$ cat src/rtl/apt_pkg.sv
// Shared constants, types and field codes for the affine point transform.
// No dependencies; every other file of the block refers to this package.
`timescale 1ns / 1ps

package apt_pkg;

	localparam int COORD_BITS = 32;
	localparam int FRAC_BITS  = 16;
	localparam int MAT_ROWS   = 3;
	localparam int MAT_COLS   = 4;
	localparam int ROW_BITS   = 2;
	localparam int COL_BITS   = 2;
	localparam int PROD_BITS  = 2 * COORD_BITS;
	localparam int ACC_BITS   = PROD_BITS + 2;

	localparam int IN_FIELD_BITS  = ROW_BITS + COL_BITS + 4 * COORD_BITS;
	localparam int IN_DATA_BITS   = ((IN_FIELD_BITS + 7) / 8) * 8;
	localparam int OUT_FIELD_BITS = 3 * COORD_BITS;
	localparam int OUT_DATA_BITS  = ((OUT_FIELD_BITS + 7) / 8) * 8;

	localparam logic OP_LOAD  = 1'b0;
	localparam logic OP_POINT = 1'b1;

	typedef logic signed [COORD_BITS-1:0] coord_t;
	typedef logic signed [PROD_BITS-1:0]  prod_t;
	typedef logic signed [ACC_BITS-1:0]   acc_t;
	typedef logic        [ROW_BITS-1:0]   row_idx_t;
	typedef logic        [COL_BITS-1:0]   col_idx_t;

	// Pipeline control handed from one stage to the next.
	typedef struct packed {
		logic adv;
		logic vld;
	} stage_ctl_t;

endpackage

$ cat src/rtl/apt_sum_stage.sv
// Second and third pipeline stages: two-level adder tree per matrix row.
// Depends on apt_pkg.
`timescale 1ns / 1ps

module apt_sum_stage (
	input  logic               clk,
	input  logic               arst_n,
	input  apt_pkg::stage_ctl_t ctl,
	input  apt_pkg::prod_t     prod [apt_pkg::MAT_ROWS][3],
	input  apt_pkg::acc_t      bias [apt_pkg::MAT_ROWS],
	output logic               vld_s3,
	output apt_pkg::acc_t      sum_s3 [apt_pkg::MAT_ROWS]
);

	logic          vld_s2;
	apt_pkg::acc_t pa_s2 [apt_pkg::MAT_ROWS];
	apt_pkg::acc_t pb_s2 [apt_pkg::MAT_ROWS];

	always_ff @(posedge clk or negedge arst_n) begin
		if (!arst_n) begin
			vld_s2 <= 1'b0;
			vld_s3 <= 1'b0;
		end else if (ctl.adv) begin
			vld_s2 <= ctl.vld;
			vld_s3 <= vld_s2;
		end
	end

	always_ff @(posedge clk) begin
		if (ctl.adv) begin
			for (int r = 0; r < apt_pkg::MAT_ROWS; r++) begin
				pa_s2[r]  <= apt_pkg::acc_t'(prod[r][0]) + apt_pkg::acc_t'(prod[r][1]);
				pb_s2[r]  <= apt_pkg::acc_t'(prod[r][2]) + bias[r];
				sum_s3[r] <= pa_s2[r] + pb_s2[r];
			end
		end
	end

endmodule

$ cat config.mk
export PLATFORM = sky130hd
export DESIGN_NAME = apt_sum_stage
export DESIGN_NICKNAME = d
export VERILOG_FILES = /design/src/rtl/apt_pkg.sv /design/src/rtl/apt_sum_stage.sv
export SDC_FILE = /design/constraint.sdc
export NUM_CORES = 2
export LEC_CHECK = 0
export BUFFER_PORTS_ARGS = -buffer_cell sky130_fd_sc_hd__buf_2
export CORE_AREA = 2 2 376 378
export CTS_BUF_LIST = sky130_fd_sc_hd__clkbuf_8
export CTS_CLUSTER_SIZE = 40
export DETAILED_ROUTE_END_ITERATION = 10
export DIE_AREA = 0 0 378 380
export GPL_TIMING_DRIVEN = 0
export PLACE_DENSITY = 0.67
export SLEW_MARGIN = 20
export SYNTH_ARGS = -nofsm -noshare
export SYNTH_HDL_FRONTEND = slang
export SYNTH_SLANG_ARGS = --single-unit
$ cat constraint.sdc
create_clock -name clk -period 4.4 [get_ports clk]
set_input_delay 0.22 -clock clk [delete_from_list [all_inputs] [get_ports clk]]
set_output_delay 0.22 -clock clk [all_outputs]
set_load 0.005 [all_outputs]
* Word level (Yosys, flattened, before mapping)
Memory sizes are Yosys's and may differ from the RTL's. Index checks and enable logic that the tools add are counted.
Storage, ports and cells: flip-flop bits (word level) 200, memories kept 2, RAM bits 396
Memory list:
- pa_s2 | words 3, bits a word 66, read ports 3, clocked after Yosys merged registers in 0, write ports 3, RTL line apt_sum_stage.sv:16 | apt_pkg::acc_t pa_s2 [apt_pkg::MAT_ROWS];
- pb_s2 | words 3, bits a word 66, read ports 3, clocked after Yosys merged registers in 0, write ports 3, RTL line apt_sum_stage.sv:17 | apt_pkg::acc_t pb_s2 [apt_pkg::MAT_ROWS];
Operators by class: mux-type cells 2, add/sub/neg operators 9
Operators with widths (number):
- 64-bit by 66-bit adder with 66-bit output | 3
- 66-bit adder | 3
- 64-bit by 64-bit adder with 65-bit output | 3
- 1-bit two-way mux | 2

* Logic depth before layout (Yosys ltp)
word-level depth 2, mapped depth 14, gate-level depth less buffers 14

* Worst setup path before layout
Ideal clock, no wire load.
path type input-to-reg, start input prod[64] (netlist bit), end memory pa_s2[0][194] (netlist bit) (data pin), cell stages on the path 13, slack 1.062 ns, buffers on the path 0, arrival 3.073 ns, cell sequence ha_1 > fa_1 > a211oi_1 > o21ai_1 > o21ai_2 > a31oi_1 > or3_1 > and3_1 > o41ai_2 > o31a_2 > o21a_1 > o21ai_0 > xor2_1
RTL lines:
- from (decl) | RTL line apt_sum_stage.sv:9 | input apt_pkg::prod_t prod [apt_pkg::MAT_ROWS][3],
- to (decl) | RTL line apt_sum_stage.sv:16

==> metrics.txt <==
Max VDD drop 255 µV; RSZ-0062 raised after global routing true; Die Width 378 µm; antenna viol nets, final 0; Final Cycle Share 98.7%; most common cell in the netlist a21oi_1; total CTS buffers 106; worst hold slack 0.0816 ns; share of cells above drive strength 1 17.4%; CTS tree built; reg2reg end sum_s3[109]$_DFFE_PP_; Cell Area, Synth 51100 µm²; Yosys cell types 96; Clk pin slew, worst setup/hold paths 0.06 ns; slew margin rel. 24.8%; CP Class primary input to register; multiplexer area fraction after synthesis 0.0636%; HP Start prod[571]; clock latency on the worst-skew pair 0.82 ns; syn_nets 6871; adder-cell area share of the yosys netlist 14.6%; Hold WC Path Type primary input to register; Crit. End Element register; maximum buffer depth of the clock tree 3; Synth Area in Compound Gates 25.5%; IO Pins 977; Wirelength per Cell 23.3 µm; CP Data Arrival Time 4.85 ns; Core Rows 137; area grow syn2layout 28.5%; H-tree Lvls 3; slowest library cell on the worst path dlygate4sd3_1; DRC viols 0; Nets 8445; cell breakdown of the critical path dlygate4sd3_1 -> buf_2 -> ha_1 -> inv_1 -> fa_1 -> nor2b_1 -> o31a_1 -> o21a_1 -> a21oi_1 -> o21ai_1 -> a31oi_1 -> o21ai_1 -> a21o_1 -> o31a_1 -> a31oi_1 -> xnor2_1 -> dlygate4sd3_1; cell count after synthesis 5502; antenna violations before repair 52; Mean Syn Cell Area 9.29 µm²; FF+latch count, synth 593; CP max FO 3; Starting DRT DRC Count 4038; CTS sink cnt 593; Simple-Gate Fraction of Synth Area 12.7%; CTS Root Cell clkbuf_8; Max-cap violations 0; status finished, final reports clean; clock skew 0.0683 ns; Synth top area share 34.7%; die height 380 µm; Via density 5.55; DR pass1 iterations 6; number of synthesized flops with an enable pin 591; worst reg2reg path depth 12; Seq/Total Area, Yosys 34.8%; startpoint class of the critical path primary input; Yosys warnings 0; largest area contributor in the netlist edfxtp_1; synth cell count leaders 686 x a21oi_1, 591 x edfxtp_1, 582 x ha_1, 417 x nand2_1, 361 x xnor2_1; largest family of logic cells by synthesized area compound AO/OA/AOI/OAI gates; Max stage delay on crit path 0.55 ns; minimum clock period 4.34 ns; drt total wl 211000 µm; DIE AREA 144000 µm²; leakage power 28.5 nW; pwr dens 408 nW/µm²; remaining global-route overflow 0; vias in the first global route 50300; Worst Hold Depth 4; largest net degree at the start of global routing 104; routability cong. 0.981; final hold violations 0; FF-to-FF Start pa_s2[0][67]$_DFFE_PP_; synth top area cells edfxtp_1 35%, ha_1 14%, a21oi_1 6.7%, xnor2_1 6.2%, a21o_1 5.1%; Synth Area in XOR/XNOR 9.56%; Layout Utilization 47.2%; Hold Path End pa_s2[0][59]$_DFFE_PP_; Final Setup Violations 0; first-pass GRT wire length 304000 µm; GR Util All Layers 28.2%; actual slew at the worst max-slew pin 1.10 ns; final slew viol count 0; Main synth FF type edfxtp_1; R2R setup slack 0.08 ns; Initial Util 36.7%; I/O Buffers 976; ys async rst share 0.337%; CORE AREA 139000 µm²; post-detail-place hpwl 173000 µm; worst path required time 4.91 ns; Vias 50300; fmax 0.230 GHz
-- power breakdown --
group	internal [mW]	total (mW)	switching (mW)
Combinational	4.99	12.4	7.45
Sequential	8.21	8.86	0.651
Clock	2.98	5.55	2.57
Total	16.2	26.8	10.7
-- stage by stage --
step                power, mW  worst slack (ns)  instances  cell area (µm²)  TNS [ns]
CTS                      26.8           0.00355       9036            65600         0
finish                   26.8            0.0572       9062            65700         0
global placement         20.7             -6.83       8354            58400  -3577.10
floorplan                16.0              1.06       5502            51100         0
detailed placement       20.6            -0.198       8360            58500    -0.499
global route             28.4           -0.0146       9051            65700   -0.0146
-- area by class of cell --
class                           instances  area (µm²)
Sequential cell                       593       17800
Inverter                              169         634
Clock buffer                          113        1560
Clock inverter                         81         647
Multi-Input combinational cell       4528       32000
Fill cell                           13300       73500
Tap cell                             1876        2350
Antenna cell                           24        60.1
Buffer                                212         808
Timing Repair Buffer                 1466        9900
-- sequential cells by signal (all words and copies together), names as in the netlist --
signal / count
pb_s2: 198
sum_s3: 198
pa_s2: 195
vld_s2: 1
vld_s3: 1
-- worst max-delay path, delay by kind of cell --
kind | cells | cell delay, ns
AO/OA/AOI/OAI | 9 | 2.48
XOR/XNOR | 1 | 0.13
adder cells (fa/ha/maj) | 2 | 0.59
buffers and inverters | 4 | 1.26
AND/OR/NAND/NOR | 1 | 0.17
-- kinds of logic after synthesis --
family,Yosys count
buf+inv,381
compound gates,2019
mux,3
simple gates,1357
xor+xnor,558
flops,593
fa+ha+maj,591
-- placed cells by master (no fill, tap or decap), types with 24 or more instances in the layout --
cell           count
a211oi_1          47
a21boi_0          30
a21o_1           344
a21oi_1          683
a31oi_1           67
and3_1            56
buf_2            984
clkbuf_1         201
clkbuf_8         113
clkinv_2          24
diode_2           24
dlygate4sd3_1    482
edfxtp_1         591
ha_1             582
inv_1            190
nand2_1          417
nand2b_1          49
nand3_1           93
nand4_1          154
nor2_1           331
nor2b_1           60
nor3_1            73
o211ai_1          38
o21a_1            71
o21ai_0          314
o21ai_1           46
o21bai_1         119
o31ai_1           33
or3_1             35
xnor2_1          361
xor2_1           197
-- metal layers --
layer / vias to the layer above / GRT usage [%] / wire [µm]
li1: 24000 / - / -
met1: 23700 / 33.1 / 82700
met2: 2035 / 48.8 / 101000
met3: 499 / 4.26 / 14300
met4: 26 / 15.8 / 13000
met5: - / 0 / 164
-- worst max-delay path by stage --
stage | endpoint | slack, ns | from | cells past startpoint
finish | pb_s2[0][196]$_DFFE_PP_ | 0.06 | bias[0] | 17
CTS | sum_s3[59]$_DFFE_PP_ | 0.004 | pa_s2[0][133]$_DFFE_PP_ | 12
global placement | vld_s2$_DFFE_PN0P_ | -6.83 | ctl[1] | 2
floorplan | pa_s2[0][194]$_DFFE_PP_ | 1.06 | prod[64] | 13
global route | sum_s3[53]$_DFFE_PP_ | -0.01 | pa_s2[0][133]$_DFFE_PP_ | 12
detailed placement | pa_s2[0][194]$_DFFE_PP_ | -0.20 | prod[64] | 14
-- repair_timing --
item	in CTS	in global routing
setup buffers	0	2
endpoints found under the setup margin	2	23
pin swaps	0	2
hold buffers	482	0
gates resized for setup	2	15
hold endpoints to repair	292	0
cloned	0	0
Power figures use the tool's default switching activity.
