$ cat config.mk
export PLATFORM = sky130hd
export DESIGN_NAME = apt_sat_stage
export DESIGN_NICKNAME = d
export VERILOG_FILES = /design/src/rtl/apt_pkg.sv /design/src/rtl/apt_sat_stage.sv
export SDC_FILE = /design/constraint.sdc
export NUM_CORES = 1
export LEC_CHECK = 0
export BUFFER_PORTS_ARGS = -buffer_cell sky130_fd_sc_hd__buf_4
export CAP_MARGIN = 20
export CORE_MARGIN = 10
export CORE_UTILIZATION = 40
export CTS_CLUSTER_DIAMETER = 30
export DETAILED_ROUTE_END_ITERATION = 16
export PLACE_DENSITY = 0.79
export SYNTH_ARGS = -nofsm -noshare
export SYNTH_HDL_FRONTEND = slang
export SYNTH_SLANG_ARGS = --single-unit
$ cat constraint.sdc
create_clock -name clk -period 0.9 [get_ports clk]
set_input_delay 0.135 -clock clk [delete_from_list [all_inputs] [get_ports clk]]
set_output_delay 0.135 -clock clk [all_outputs]
set_load 0.1 [all_outputs]
$ cat src/rtl/apt_pkg.sv
// Shared constants, types and field codes for the affine point transform.
// No dependencies; every other file of the block refers to this package.
`timescale 1ns / 1ps

package apt_pkg;

	localparam int COORD_BITS = 32;
	localparam int FRAC_BITS  = 16;
	localparam int MAT_ROWS   = 3;
	localparam int MAT_COLS   = 4;
	localparam int ROW_BITS   = 2;
	localparam int COL_BITS   = 2;
	localparam int PROD_BITS  = 2 * COORD_BITS;
	localparam int ACC_BITS   = PROD_BITS + 2;

	localparam int IN_FIELD_BITS  = ROW_BITS + COL_BITS + 4 * COORD_BITS;
	localparam int IN_DATA_BITS   = ((IN_FIELD_BITS + 7) / 8) * 8;
	localparam int OUT_FIELD_BITS = 3 * COORD_BITS;
	localparam int OUT_DATA_BITS  = ((OUT_FIELD_BITS + 7) / 8) * 8;

	localparam logic OP_LOAD  = 1'b0;
	localparam logic OP_POINT = 1'b1;

	typedef logic signed [COORD_BITS-1:0] coord_t;
	typedef logic signed [PROD_BITS-1:0]  prod_t;
	typedef logic signed [ACC_BITS-1:0]   acc_t;
	typedef logic        [ROW_BITS-1:0]   row_idx_t;
	typedef logic        [COL_BITS-1:0]   col_idx_t;

	// Pipeline control handed from one stage to the next.
	typedef struct packed {
		logic adv;
		logic vld;
	} stage_ctl_t;

endpackage

$ cat src/rtl/apt_sat_stage.sv
// Fourth pipeline stage and output register: rescale, range check, clip.
// Depends on apt_pkg.
`timescale 1ns / 1ps

module apt_sat_stage (
	input  logic               clk,
	input  logic               arst_n,
	input  apt_pkg::stage_ctl_t ctl,
	input  apt_pkg::acc_t      sum [apt_pkg::MAT_ROWS],
	output logic               vld_s4,
	output apt_pkg::coord_t    res_s4 [apt_pkg::MAT_ROWS],
	output logic               sat_s4
);

	localparam int HI_BITS = apt_pkg::ACC_BITS - apt_pkg::COORD_BITS + 1;

	apt_pkg::acc_t   shifted [apt_pkg::MAT_ROWS];
	apt_pkg::coord_t clip    [apt_pkg::MAT_ROWS];
	logic [apt_pkg::MAT_ROWS-1:0] over;
	logic [HI_BITS-1:0] hi [apt_pkg::MAT_ROWS];

	always_comb begin
		for (int r = 0; r < apt_pkg::MAT_ROWS; r++) begin
			shifted[r] = sum[r] >>> apt_pkg::FRAC_BITS;
			// in range only if every bit above the result's sign bit matches it
			hi[r]      = shifted[r][apt_pkg::ACC_BITS-1:apt_pkg::COORD_BITS-1];
			over[r]    = !((hi[r] == '0) || (hi[r] == '1));
			if (!over[r]) begin
				clip[r] = shifted[r][apt_pkg::COORD_BITS-1:0];
			end else if (shifted[r][apt_pkg::ACC_BITS-1]) begin
				clip[r] = {1'b1, {(apt_pkg::COORD_BITS-1){1'b0}}};
			end else begin
				clip[r] = {1'b0, {(apt_pkg::COORD_BITS-1){1'b1}}};
			end
		end
	end

	always_ff @(posedge clk or negedge arst_n) begin
		if (!arst_n) begin
			vld_s4 <= 1'b0;
		end else if (ctl.adv) begin
			vld_s4 <= ctl.vld;
		end
	end

	always_ff @(posedge clk) begin
		if (ctl.adv) begin
			for (int r = 0; r < apt_pkg::MAT_ROWS; r++) begin
				res_s4[r] <= clip[r];
			end
			sat_s4 <= |over;
		end
	end

endmodule

Word-level counts from Yosys, hierarchy flattened
Cells that the tools add are included.

Flip-flop bits (word level): 98. Input bits: 202. Output and inout bits: 98. Logic and storage cells: 24.

Eq/ne operators: 3. Muxes and demuxes: 6. Reduce and logical (&&, ||, !) cells: 10.

Operator list (count): $mux 32 (6); $eq 35x35->1 const B (3); $logic_not 35->1 (3); $logic_not 1->1 (3); $logic_or 1x1->1 (3); $reduce_or 3->1 (1).

Logic depth before layout (Yosys ltp)
Word-level depth: 4. Gate-level depth with buffers: 6. Mapped depth without buffers: 5.

Worst setup path before layout
OpenSTA, ideal clock, no wires.

Kind: input to register. From: in sum[123] (netlist name). To: reg res_s4[33] (netlist name), data pin. Library setup time: 0.254 ns. Data arrival time: 1.179 ns. Setup slack: -0.533 ns. Stages on the path: 6. Path through: nor4_1 nand4_1 nor4_2 a311oi_2 buf_6 a21o_2.

RTL lines: start: declaration (RTL line apt_sat_stage.sv:9) `input apt_pkg::acc_t sum [apt_pkg::MAT_ROWS],`; end signal: indexed assignment (RTL line apt_sat_stage.sv:49) `res_s4[r] <= clip[r];`; end: declaration (RTL line apt_sat_stage.sv:11) `output apt_pkg::coord_t res_s4 [apt_pkg::MAT_ROWS],`.

==> impl_results.rst <==
.. list-table::
   :header-rows: 1

   * - Metric
     - Value
   * - Run status
     - finished with violations
   * - Failing checks
     - negative setup slack
   * - Via count of the first global-routing pass
     - about 3.7k
   * - Area fraction in and, or, nand and nor cells after synthesis
     - 5.92%
   * - Main synth FF type
     - sky130_fd_sc_hd__edfxtp_1
   * - CTS tree
     - yes
   * - Average routed wire per standard cell
     - 22.6 um
   * - Largest net degree at the start of global routing
     - 46
   * - Worst endpoint required time
     - 1.02 ns
   * - CTS Sinks
     - 98
   * - Number of antenna violations at the first check in global routing
     - 0
   * - Cell total after placement
     - 652
   * - Routing usage on met2
     - between 30 and 40%
   * - Worst-case setup slack after placement
     - -0.813 ns
   * - Post-route non-filler standard cell count
     - 685
   * - Die Outline Area
     - 15000 sq um
   * - Met3 demand-to-capacity share in global routing
     - slightly below 7%
   * - Routability cong.
     - approximately 0.84
   * - Post-synthesis compound-gate area fraction
     - 19.3%
   * - H-tree depth reported by CTS
     - 3
   * - Port-buffer cells
     - 251
   * - Synthesized-area fraction occupied by adder cells
     - 0%
   * - Count of yosys warnings during synthesis
     - 0
   * - Number of DRC violations after detailed routing
     - 0
   * - Worst-path clk slew
     - 0.09 ns
   * - Commonest cells post-synth
     - 97 x sky130_fd_sc_hd__edfxtp_1, 48 x sky130_fd_sc_hd__a21o_1, 45 x sky130_fd_sc_hd__a21o_2
   * - Number of cells produced by synthesis
     - 257
   * - Netlist Area Pre-Place
     - about 4200 sq um
   * - Total number of vias
     - 3582
   * - Most area-consuming cells after synthesis
     - sky130_fd_sc_hd__edfxtp_1 69%, sky130_fd_sc_hd__a21o_2 9.4%, sky130_fd_sc_hd__a21o_1 8.6%, sky130_fd_sc_hd__buf_6 3.2%, sky130_fd_sc_hd__nand4_1 2.2%
   * - Largest family of logic cells by synthesized area
     - compound AO/OA/AOI/OAI gates
   * - Cells along the critical path
     - buf_8, nor4_4, nand4_1, nor4_2, buf_4, a311oi_4, clkbuf_16, a21o_2
   * - Worst r2r dst
     - vld_s4
   * - Total Wirelength
     - 15500 um
   * - Highest-utilization routing layer at the global route stage
     - met2
   * - Worst hold path endpoint
     - res_s4[34]
   * - Dpl hpwl
     - 10700 um
   * - Slowest CP cell
     - sky130_fd_sc_hd__nor4_4
   * - Xor and xnor area share after synthesis
     - 0%
   * - Slew at the pin closest to its max-slew limit
     - between 0.6 and 0.7 ns
   * - Fill cell instance count of the final layout
     - 616
   * - Layout area overhead
     - 83.5%
   * - Cell row count
     - 37
   * - Count of inserted antenna diode cells
     - 0
   * - Sequential cell area fraction in the yosys report
     - 69.9%
   * - Cell chosen for the clock root
     - sky130_fd_sc_hd__clkbuf_8
   * - Number of buffers created by CTS
     - 9
   * - Maximum vdd drop
     - around 0.00091 V
   * - Post-layout total power
     - approximately 13 mW
   * - Max frequency
     - between 700 and 800 MHz
   * - M1 GR Usage
     - 19.6%
   * - Largest area contributor in the synthesized netlist
     - sky130_fd_sc_hd__edfxtp_1
   * - Final-report hold violation count
     - 0
   * - Global-route usage over all layers
     - 18.5%
   * - Critical path arrival
     - 1.52 ns
   * - Share of cells above drive strength 1
     - 68.5%
   * - Fin worst setup slack
     - -0.500 ns
   * - Post-route antenna net violation count
     - 0
   * - Post-synth EDFFs
     - 97
   * - Share of async-settable or async-resettable flops after synthesis
     - a little over 1%
   * - Max clock buf depth
     - 2
   * - Type of the tightest min-delay check
     - in -> reg
   * - Number of maximum-capacitance violations
     - 0
   * - FF-to-FF path depth
     - 1
   * - Reg2reg setup slack
     - 0.03 ns
   * - Die outline height
     - 123 um
   * - Maximum cell stage delay along the critical path
     - between 0.2 and 0.3 ns
   * - Floorplan core area
     - 10300 sq um
   * - Post-synthesis cell type count
     - 19
   * - Fin nets
     - 746
   * - Critical setup path kind
     - in -> reg
   * - First DRT Iteration DRCs
     - between 200 and 250
   * - Ports
     - 300
   * - Setup violators final
     - 192
   * - First-pass detailed-route iteration total
     - 4
   * - Vias per cell
     - between 5 and 6
   * - Insertion delay to the later sink of the worst-skew pair
     - 0.35 ns
   * - Critical-path maximum fanout
     - 6
   * - Min Tclk post-route
     - 1.40 ns
   * - Number of synthesized register bits
     - 98
   * - Worst clock skew on the final layout
     - 0 ns
   * - Fraction of post-synthesis cell area in the top cell type by area
     - 69.3%
   * - Unrepaired setup endpoints after global routing
     - true
   * - LEAKAGE
     - 3.45 nW
   * - Worst hold-check slack
     - 0.0414 ns
   * - Worst path buffer plus inverter count
     - 3
   * - Worst reg2reg startpoint
     - vld_s4
   * - Most used standard cell by instance count after synthesis
     - sky130_fd_sc_hd__edfxtp_1
   * - Share of synthesized area spent on multiplexers
     - less than 1%
   * - Max-slew violation count
     - 0
   * - Die width
     - roughly 120 um
   * - Sort of element at the start of the critical path
     - input port
   * - GRT overflow
     - 0
   * - Global-route wire length before repair
     - 21100 um
   * - HP Start
     - sum[84]
   * - Total power divided by cell area
     - 1710 nW/um^2
   * - Number of instances on the worst hold path
     - 2
   * - Syn_nets
     - roughly 460
   * - Syn Area/Cell
     - around 16 sq um
   * - Starting utilization of the core area
     - between 40 and 50%
   * - Crit end category
     - register
   * - Family with the most delay on the worst path
     - simple AND/OR/NAND/NOR gates
   * - Post-route clock period utilization
     - 156%
   * - Worst slew slack as a fraction of its limit
     - around 55%
-- final cells by class --
type	count	area (sq um)	area share [%]
timing repair buffer	297	2980	38.6
sequential	98	2940	38.1
multi-input combinational	138	1440	18.7
tap	136	170	2.21
clock buffer	11	131	1.70
clock inverter	5	53.8	0.697
-- layer usage --
| layer | vias up | routed length [um] |
|---|---|---|
| met4 | 0 | 333 |
| met1 | 1770 | 5590 |
| li1 | 1615 | - |
| met3 | 19 | 1420 |
| met5 | - | 0 |
| met2 | 178 | 8120 |
-- flip-flops by register name, summed over array words and instances, names as in the netlist --
name    cells
res_s4     96
vld_s4      1
sat_s4      1
-- through the flow --
step	setup TNS [ns]	area, sq um	utilization (%)
floorplan	-59.15	4330	-
global placement	-68.55	6530	63.5
detailed placement	-72.52	6530	63.5
CTS	-52.15	7410	72.1
global route	-72.49	7710	75.1
finish	-60.26	7710	75.1
-- cells in the final DEF, fill, tap and decap left out, types with 2 or more instances in the layout --
master / n
sky130_fd_sc_hd__nand4_1: 15
sky130_fd_sc_hd__buf_12: 9
sky130_fd_sc_hd__dlygate4sd3_1: 2
sky130_fd_sc_hd__nor4_2: 3
sky130_fd_sc_hd__edfxtp_1: 97
sky130_fd_sc_hd__and3_1: 2
sky130_fd_sc_hd__buf_8: 5
sky130_fd_sc_hd__a311oi_4: 2
sky130_fd_sc_hd__nor2_1: 4
sky130_fd_sc_hd__nor4_4: 12
sky130_fd_sc_hd__buf_4: 153
sky130_fd_sc_hd__a21o_2: 22
sky130_fd_sc_hd__clkbuf_8: 9
sky130_fd_sc_hd__clkbuf_16: 8
sky130_fd_sc_hd__a21o_1: 48
sky130_fd_sc_hd__clkinv_1: 2
sky130_fd_sc_hd__a21o_4: 23
sky130_fd_sc_hd__buf_6: 120
sky130_fd_sc_hd__a31o_2: 2
sky130_fd_sc_hd__clkbuf_1: 2
-- worst max path at each step --
stage,cells after the start,to,start,slack [ns]
floorplan,6,res_s4[33],sum[123],-0.52
global placement,8,res_s4[51],sum[131],-0.79
detailed placement,8,res_s4[91],sum[181],-0.81
CTS,8,res_s4[93],sum[181],-0.40
global route,8,res_s4[53],sum[119],-0.58
finish,8,res_s4[56],sum[119],-0.50
-- report_power, final --
part	total, mW	leakage [nW]	internal (mW)	switching, mW
combinational	4.77	2.40	1.51	3.26
clock	2.79	0.0890	1.28	1.51
sequential	5.60	0.960	5.42	0.177
-- what timing repair did --
item | 4_1_cts | 5_1_grt
hold buffers | 2 | 0
gates resized for setup | 141 | 34
cloned | 5 | 6
pin swaps | 2 | 8
setup endpoints to repair | 192 | 193
setup buffers | 2 | 3
hold endpoints to repair | 2 | 0
-- kinds of logic after synthesis --
family	after synthesis
AO/OA/AOI/OAI	98
flip-flops	98
AND/OR/NAND/NOR	39
buffers and inverters	21
multiplexers	1
Note: power is estimated with default switching activity, not from simulation.
